==> config.mk <==
export PLATFORM = sky130hd
export DESIGN_NAME = scan_range_median_filter_flat
export DESIGN_NICKNAME = d
export VERILOG_FILES = /design/src/rtl/srmf_pkg.sv /design/src/rtl/srmf_if.sv /design/src/rtl/srmf_cell.sv /design/src/rtl/srmf_median.sv /design/src/rtl/scan_range_median_filter.sv /design/src/flat_wrapper.sv
export VERILOG_INCLUDE_DIRS = /design/src /design/src/rtl
export SDC_FILE = /design/constraint.sdc
export NUM_CORES = 1
export LEC_CHECK = 0
export ABC_AREA = 0
export BUFFER_PORTS_ARGS = -buffer_cell sky130_fd_sc_hd__buf_2
export CAP_MARGIN = 0
export CORE_MARGIN = 2
export CORE_UTILIZATION = 60
export CTS_CLUSTER_SIZE = 8
export DETAILED_ROUTE_END_ITERATION = 10
export PLACE_DENSITY = 0.79
export SETUP_SLACK_MARGIN = 0.2
export SLEW_MARGIN = 20
export SYNTH_ARGS = -nofsm -noshare
export SYNTH_HDL_FRONTEND = slang
export SYNTH_SLANG_ARGS = --single-unit
export TNS_END_PERCENT = 50
==> constraint.sdc <==
create_clock -name clk -period 13.4 [get_ports clk]
set_input_delay 2.01 -clock clk [delete_from_list [all_inputs] [get_ports clk]]
set_output_delay 2.01 -clock clk [all_outputs]
set_load 0.01 [all_outputs]
==> src/rtl/assert_macros.svh <==
// Assertion macros used by the top level of the scan range median filter.
// No dependencies; SYNTH selects the empty forms for synthesis.
`ifndef ASSERT_MACROS_SVH
`define ASSERT_MACROS_SVH
`ifndef SYNTH
// Check that an implication holds on every clock edge outside reset.
`define ASSERT_IMPLY(lbl, clk, rst, prop, msg) \
  lbl: assert property (@(posedge clk) disable iff (rst) (prop)) else $error(msg);
// Check that a condition never holds outside reset.
`define ASSERT_NEVER(lbl, clk, rst, expr, msg) \
  lbl: assert property (@(posedge clk) disable iff (rst) !(expr)) else $error(msg);
`else
`define ASSERT_IMPLY(lbl, clk, rst, prop, msg)
`define ASSERT_NEVER(lbl, clk, rst, expr, msg)
`endif
`endif

==> src/rtl/srmf_pkg.sv <==
// Types and constants of the scan range median filter.
// No dependencies; imported by every other RTL file of the block but assert_macros.svh.
package srmf_pkg;

  localparam int RANGE_W = 15;
  localparam int RAW_W = 16;
  localparam int IDX_W = 12;
  // Cells of history ahead of the newest sample (window of five)
  localparam int HIST_LEN = 4;
  localparam int WIN_LEN = HIST_LEN + 1;
  // Cell that holds the centre of the window
  localparam int CENTRE_TAP = 2;
  localparam int MEDIAN_RANK = 2;
  // Sample count saturates here (scan of up to 4096 samples)
  localparam logic [IDX_W-1:0] COUNT_CAP = 12'd4095;
  localparam logic [RANGE_W-1:0] MAX_RANGE_RESET = 15'd10000;

  typedef logic [RANGE_W-1:0] range_t;

  typedef struct packed {
    logic shift;
    logic clear;
  } cell_ctrl_t;

endpackage

==> src/rtl/srmf_if.sv <==
// Handshake channels of the scan range median filter: samples in, results out.
// Depends on srmf_pkg.
interface srmf_in_if
  import srmf_pkg::*;
  ();
  logic                     valid;
  logic                     ready;
  logic signed [RAW_W-1:0]  range_raw;
  logic                     no_return;
  logic                     scan_end;

  modport source (output valid, range_raw, no_return, scan_end, input ready);
  modport sink (input valid, range_raw, no_return, scan_end, output ready);
endinterface

interface srmf_out_if
  import srmf_pkg::*;
  ();
  logic               valid;
  logic               ready;
  logic [RANGE_W-1:0] filtered_range;
  logic               centre_invalid;
  logic [IDX_W-1:0]   centre_index;
  logic               last_of_scan;

  modport source (output valid, filtered_range, centre_invalid, centre_index,
                  last_of_scan, input ready);
  modport sink (input valid, filtered_range, centre_invalid, centre_index,
                last_of_scan, output ready);
endinterface

==> src/rtl/srmf_cell.sv <==
// One window cell: holds a sample value and its validity, takes its neighbor's.
// Depends on srmf_pkg.
module srmf_cell
  import srmf_pkg::*;
(
  input  logic       clk,
  input  logic       rst,
  input  cell_ctrl_t ctrl,
  input  range_t     d_value,
  input  logic       d_valid,
  output range_t     q_value,
  output logic       q_valid
);

  range_t value;
  logic   valid;

  // Clear at scan end, otherwise advance from the neighbor on each item
  always_ff @(posedge clk) begin
    if (rst) begin
      value <= '0;
      valid <= 1'b0;
    end else if (ctrl.shift) begin
      if (ctrl.clear) begin
        value <= '0;
        valid <= 1'b0;
      end else begin
        value <= d_value;
        valid <= d_valid;
      end
    end
  end

  assign q_value = value;
  assign q_valid = valid;

endmodule

==> src/rtl/srmf_median.sv <==
// Median of five ranges by rank counting: twenty compares in parallel, one select.
// Depends on srmf_pkg.
module srmf_median
  import srmf_pkg::*;
(
  input  range_t win [WIN_LEN],
  output range_t med
);

  logic [2:0] rank [WIN_LEN];

  // Rank each element; ties go to the lower position first
  always_comb begin
    for (int i = 0; i < WIN_LEN; i++) begin
      rank[i] = '0;
      for (int j = 0; j < WIN_LEN; j++) begin
        if (j != i) begin
          if ((win[j] < win[i]) || ((win[j] == win[i]) && (j < i))) begin
            rank[i] = rank[i] + 3'd1;
          end
        end
      end
    end
  end

  // Pick the element of middle rank (exactly one has it)
  always_comb begin
    med = '0;
    for (int i = 0; i < WIN_LEN; i++) begin
      if (rank[i] == 3'(MEDIAN_RANK)) begin
        med = win[i];
      end
    end
  end

endmodule

==> src/rtl/scan_range_median_filter.sv <==
// Top level of the scan range median filter: window cells, median, output stage.
// Depends on srmf_pkg, srmf_if, srmf_cell, srmf_median and assert_macros.svh.
//
//  channel   dir  payload                                              handshake
//  samples   in   range_raw, no_return, scan_end                       valid/ready
//  results   out  filtered_range, centre_invalid, centre_index, last   valid/ready
//  cfg       in   cfg_wr_data (max_range)                              cfg_wr_en
//
// One sample per cycle while samples are being taken; a result appears in the cycle after the sample that
// completes its window, held in the single output register.
// Samples are taken while the output register is empty or being drained.
// Reset empties the window, zeroes the count and loads max_range = 10000.
`include "assert_macros.svh"

module scan_range_median_filter
  import srmf_pkg::*;
(
  input  logic         clk,
  input  logic         rst,
  input  logic         cfg_wr_en,
  input  range_t       cfg_wr_data,
  srmf_in_if.sink      samples,
  srmf_out_if.source   results
);

  range_t           max_range;
  logic [IDX_W-1:0] sample_count;
  logic             accept;
  logic             in_valid;
  range_t           in_value;
  cell_ctrl_t       ctrl;
  range_t           cell_value [HIST_LEN];
  logic             cell_valid [HIST_LEN];
  range_t           win [WIN_LEN];
  range_t           med;
  range_t           result;
  logic             window_full;

  logic             out_valid;
  range_t           out_range;
  logic             out_inv;
  logic [IDX_W-1:0] out_index;
  logic             out_last;

  // Hold the threshold register
  always_ff @(posedge clk) begin
    if (rst) begin
      max_range <= MAX_RANGE_RESET;
    end else if (cfg_wr_en) begin
      max_range <= cfg_wr_data;
    end
  end

  assign samples.ready = !out_valid || results.ready;
  assign accept = samples.valid && samples.ready;

  // Classify the new sample; replace invalid ones by the marker
  assign in_valid = !samples.no_return && !samples.range_raw[RAW_W-1] &&
                    (samples.range_raw[RANGE_W-1:0] <= max_range);
  assign in_value = in_valid ? samples.range_raw[RANGE_W-1:0] : max_range;

  assign ctrl.shift = accept;
  assign ctrl.clear = samples.scan_end;

  // Row of history cells, oldest at index zero
  for (genvar k = 0; k < HIST_LEN; k++) begin : g_cell
    range_t d_value;
    logic   d_valid;
    if (k == HIST_LEN - 1) begin : g_tail
      assign d_value = in_value;
      assign d_valid = in_valid;
    end else begin : g_mid
      assign d_value = cell_value[k+1];
      assign d_valid = cell_valid[k+1];
    end
    srmf_cell u_cell (
      .clk     (clk),
      .rst     (rst),
      .ctrl    (ctrl),
      .d_value (d_value),
      .d_valid (d_valid),
      .q_value (cell_value[k]),
      .q_valid (cell_valid[k])
    );
    assign win[k] = cell_value[k];
  end
  assign win[HIST_LEN] = in_value;

  srmf_median u_median (
    .win (win),
    .med (med)
  );

  // Choose marker, centre or median
  always_comb begin
    if (!cell_valid[CENTRE_TAP]) begin
      result = max_range;
    end else if (med == max_range) begin
      result = cell_value[CENTRE_TAP];
    end else begin
      result = med;
    end
  end

  assign window_full = (sample_count >= IDX_W'(HIST_LEN));

  // Count samples of the scan; saturate, drop to zero at scan end
  always_ff @(posedge clk) begin
    if (rst) begin
      sample_count <= '0;
    end else if (accept) begin
      if (samples.scan_end) begin
        sample_count <= '0;
      end else if (sample_count < COUNT_CAP) begin
        sample_count <= sample_count + 1'b1;
      end
    end
  end

  // Output register: load on a completing item, drop when taken
  always_ff @(posedge clk) begin
    if (rst) begin
      out_valid <= 1'b0;
    end else if (accept && window_full) begin
      out_valid <= 1'b1;
    end else if (results.ready) begin
      out_valid <= 1'b0;
    end
  end

  always_ff @(posedge clk) begin
    if (accept && window_full) begin
      out_range <= result;
      out_inv   <= !cell_valid[CENTRE_TAP];
      out_index <= sample_count - IDX_W'(CENTRE_TAP);
      out_last  <= samples.scan_end;
    end
  end

  assign results.valid          = out_valid;
  assign results.filtered_range = out_range;
  assign results.centre_invalid = out_inv;
  assign results.centre_index   = out_index;
  assign results.last_of_scan   = out_last;

  `ASSERT_IMPLY(a_result_follows, clk, rst, accept && window_full |=> results.valid, "completing item gave no result")
  `ASSERT_IMPLY(a_scan_end_clears, clk, rst, accept && samples.scan_end |=> (sample_count == '0) && !cell_valid[HIST_LEN-1], "scan end left state behind")
  `ASSERT_IMPLY(a_count_steps, clk, rst, accept && !samples.scan_end && (sample_count < COUNT_CAP) |=> sample_count == $past(sample_count) + 1'b1, "sample count did not advance")
  `ASSERT_NEVER(a_no_early_take, clk, rst, accept && !window_full && out_valid && !results.ready, "item taken while result stalled")

endmodule

==> src/flat_wrapper.sv <==
// flat-port wrapper written by rule: the top's interface ports become plain ports
module scan_range_median_filter_flat import srmf_pkg::*;
  (clk, rst, cfg_wr_en, cfg_wr_data, samples_valid, samples_range_raw, samples_no_return, samples_scan_end, samples_ready, results_valid, results_filtered_range, results_centre_invalid, results_centre_index, results_last_of_scan, results_ready);
  srmf_in_if samples_i ();
  srmf_out_if results_i ();
  input  logic clk;
  input  logic rst;
  input  logic cfg_wr_en;
  input  range_t cfg_wr_data;
  input wire logic [$bits(samples_i.valid)-1:0] samples_valid;
  input wire logic [$bits(samples_i.range_raw)-1:0] samples_range_raw;
  input wire logic [$bits(samples_i.no_return)-1:0] samples_no_return;
  input wire logic [$bits(samples_i.scan_end)-1:0] samples_scan_end;
  output wire logic [$bits(samples_i.ready)-1:0] samples_ready;
  output wire logic [$bits(results_i.valid)-1:0] results_valid;
  output wire logic [$bits(results_i.filtered_range)-1:0] results_filtered_range;
  output wire logic [$bits(results_i.centre_invalid)-1:0] results_centre_invalid;
  output wire logic [$bits(results_i.centre_index)-1:0] results_centre_index;
  output wire logic [$bits(results_i.last_of_scan)-1:0] results_last_of_scan;
  input wire logic [$bits(results_i.ready)-1:0] results_ready;
  assign samples_i.valid = samples_valid;
  assign samples_i.range_raw = samples_range_raw;
  assign samples_i.no_return = samples_no_return;
  assign samples_i.scan_end = samples_scan_end;
  assign samples_ready = samples_i.ready;
  assign results_valid = results_i.valid;
  assign results_filtered_range = results_i.filtered_range;
  assign results_centre_invalid = results_i.centre_invalid;
  assign results_centre_index = results_i.centre_index;
  assign results_last_of_scan = results_i.last_of_scan;
  assign results_i.ready = results_ready;
  scan_range_median_filter u_core (.clk(clk), .rst(rst), .cfg_wr_en(cfg_wr_en), .cfg_wr_data(cfg_wr_data), .samples(samples_i), .results(results_i));
endmodule
==> impl_metrics.env <==
export IMPL_cts_tree="yes"
export IMPL_highest_layer="met5"
export IMPL_start_util=0.607
export IMPL_worstSetupEndpointType="register"
export IMPL_asyncSetResetFlopFracSynth=0
export IMPL_worst_clock_skew_ns=0.0184
export IMPL_wl_met3_um=3370
export IMPL_clk_pin_slew_ns=0.06
export IMPL_gp_congestion=0.994
export IMPL_status="finished, final reports clean"
export IMPL_critPathLaunch="samples_range_raw[13]"
export IMPL_dieArea_um2=19200
export IMPL_swShare=0.389
export IMPL_vias_per_cell=6.66
export IMPL_met2_length_um=16400
export IMPL_arrival_ns=10.30
export IMPL_max_clock_freq_mhz=98.3
export IMPL_ant_nets=0
export IMPL_cts_buffers=17
export IMPL_drt_wl_total_um=36400
export IMPL_ff2ff_setup_slack_ns=4.18
export IMPL_num_rows=49
export IMPL_syn2layout_area_growth_pct=9.94
export IMPL_final_common_cell="ha_1"
export IMPL_fill_cells=1534
export IMPL_cts_resized_gates=0
export IMPL_worst_pin_slew_ns=0.984
export IMPL_antenna_cells_inserted=0
export IMPL_syn_area_per_cell_um2=8.20
export IMPL_antenna_found_initial=1
export IMPL_clk_path_buf_depth=2
export IMPL_postCtsHoldBufs=0
export IMPL_crit_type="input pin to register"
export IMPL_synth_seq_cells=119
export IMPL_io_buffers=68
export IMPL_worstSetupEndpoint="u_core.results.filtered_range[14]"
export IMPL_slew_violations=0
export IMPL_yosysUniqueCellTypes=92
export IMPL_ys_seq_area_frac=0.247
export IMPL_rsz0062_at_grt="no"
export IMPL_synthCells=1321
export IMPL_period_share=0.759
export IMPL_setup_viol=0
export IMPL_wl_met1_um=14500
export IMPL_hold_viol=0
export IMPL_grt_pass1_wl_um=56600
export IMPL_hold_slack_ns=0.484
export IMPL_grt_max_degree=67
export IMPL_via_count=10700
export IMPL_dominantRegCellSynth="dfxtp_1"
export IMPL_clk_latency_ns=0.44
export IMPL_worstPathMaxFanout=24
export IMPL_syn_area_um2=10800
export IMPL_register_area_um2=2670
export IMPL_p_comb_frac=0.356
export IMPL_setup_tns_ns=0
export IMPL_crit_slowest_cell="mux2i_1"
export IMPL_r2r_end="u_core.results.filtered_range[14]"
export IMPL_drt_iter0_drc=995
export IMPL_wl_per_cell_um=22.6
export IMPL_yosys_area_top_type="ha_1"
export IMPL_dpl_hpwl_um=27400
export IMPL_power_share_clock=0.351
export IMPL_worstRegToRegCells=29
export IMPL_worstHoldPathType="register to register"
export IMPL_synthTopCellsByArea="ha_1 20%, dfxtp_1 17%, edfxtp_1 8.0%"
export IMPL_overflow=0
export IMPL_ir_drop_mv=0.109
export IMPL_p_int_uw=801
export IMPL_switching_power_uw=509
export IMPL_timing_rr_start="u_core.max_range[12]"
export IMPL_drive_above_1_share=0.112
export IMPL_multi_input_area_um2=7620
export IMPL_htreeDepth=4
export IMPL_netlist_area_leader_share=0.197
export IMPL_fp_dieH_um=138
export IMPL_power_density_nw_per_um2=110
export IMPL_drcViolationCount=0
export IMPL_synth_nets=1530
export IMPL_die_x_um=138
export IMPL_seq_power_share=0.293
export IMPL_cp_slowest_stage_delay_ns=0.76
export IMPL_layout_common_cells="171 x ha_1, 141 x nor2_1, 111 x a21oi_1"
export IMPL_critPathRequiredTime_ns=13.53
export IMPL_nets=1575
export IMPL_worst_path_most_repeated_cell="a21o_1"
export IMPL_grt_pass1_vias=10200
export IMPL_grt_usage=0.379
export IMPL_maxCapViolCount=0
export IMPL_crit_path_start_kind="input pin"
export IMPL_core_area_um2=17800
export IMPL_drt_first_pass_iters=8
export IMPL_cts_root_buf="clkbuf_16"
export IMPL_io_pins=69
export IMPL_yosys_warnings=0
export IMPL_fin_crit_ns=10.17
export IMPL_clock_sinks=119
export IMPL_synth_edff_count=29
export IMPL_p_leak_uw=0.00502
export IMPL_max_slew_margin=0.340
export IMPL_post_cts_buffers=0
power by group through the flow:
| stage | logic, uW | clock network [uW] | registers, uW |
|---|---|---|---|
| after detailed placement | 442 | 0 | 390 |
| after global routing | 503 | 475 | 383 |
| after global placement | 435 | 0 | 390 |
| after CTS | 446 | 461 | 383 |
| after floorplan | 328 | 0 | 385 |
| final | 467 | 460 | 383 |
state kept, by name, summed over array words and instances (netlist names):
register / flops
u_core.sample_count: 12
u_core.g_cell.u_cell.q_value: 60
u_core.results.valid: 1
u_core.results.centre_invalid: 1
u_core.max_range: 15
u_core.results.last_of_scan: 1
u_core.results.filtered_range: 15
u_core.g_cell.u_cell.q_valid: 2
u_core.results.centre_index: 12
critical path: cells and delay by family:
family / cells / cell delay (ns)
AO/OA/AOI/OAI: 13 / 3.45
multiplexers: 1 / 0.76
AND/OR/NAND/NOR: 8 / 2.45
buffers and inverters: 3 / 0.46
XOR/XNOR: 1 / 0.18
adder cells (fa/ha/maj): 3 / 0.96
stage by stage:
stage	setup WS [ns]	utilization	std cells	instance area (um^2)	power (uW)
floorplan	4.18	-	1321	10800	713
global placement	3.02	0.635	1576	11300	825
detailed placement	2.75	0.635	1576	11300	833
CTS	3.17	0.667	1608	11900	1290
global route	2.67	0.668	1608	11900	1360
finish	3.23	0.668	1608	11900	1310
final cells by class:
cell class,count,share of cell area
sequential,119,0.224
multi-input combinational,1057,0.640
clock buffer,18,0.0360
clock inverter,14,0.0118
timing repair buffer,78,0.0349
inverter,93,0.0293
tap,229,0.0241
logic make-up after synthesis:
logic type,share of synthesized area
compound gates,0.223
simple gates,0.225
mux,0.0277
buf+inv,0.0527
xor+xnor,0.0267
fa+ha+maj,0.198
flops,0.247
how the worst min path moves through the flow:
stage                                                   from                                 end  slack (ns)  depth (start not counted)
after floorplan           u_core.g_cell[1].u_cell.q_value[0]  u_core.g_cell[1].u_cell.q_value[0]        0.46                          2
after global placement    u_core.g_cell[1].u_cell.q_value[0]  u_core.g_cell[1].u_cell.q_value[0]        0.47                          2
after detailed placement  u_core.g_cell[1].u_cell.q_value[0]  u_core.g_cell[1].u_cell.q_value[0]        0.48                          2
after CTS                 u_core.g_cell[1].u_cell.q_value[0]  u_core.g_cell[1].u_cell.q_value[0]        0.49                          2
after global routing                  u_core.sample_count[0]      u_core.results.centre_index[0]        0.54                          0
final                     u_core.g_cell[1].u_cell.q_value[0]  u_core.g_cell[1].u_cell.q_value[0]        0.48                          2
layer usage:
metal | vias up | global-route usage
met5 | - | 0
met4 | 2 | 0.211
met3 | 171 | 0.0835
met2 | 628 | 0.614
met1 | 4918 | 0.468
li1 | 4993 | -
cell usage after synthesis, drive strengths merged (15+ instances only):
cell type,count
edfxtp,29
dfxtp,90
nor2b,18
nor3,61
nor3b,15
nand2b,25
a21o,27
nor4,16
nor2,145
xnor2,19
nand4,36
o21ai,50
inv,92
o211ai,25
mux2i,27
a21oi,111
or3,15
clkbuf,36
ha,171
nand2,80
nand3,29
buf,16
Note: power is estimated with default switching activity, not from simulation.
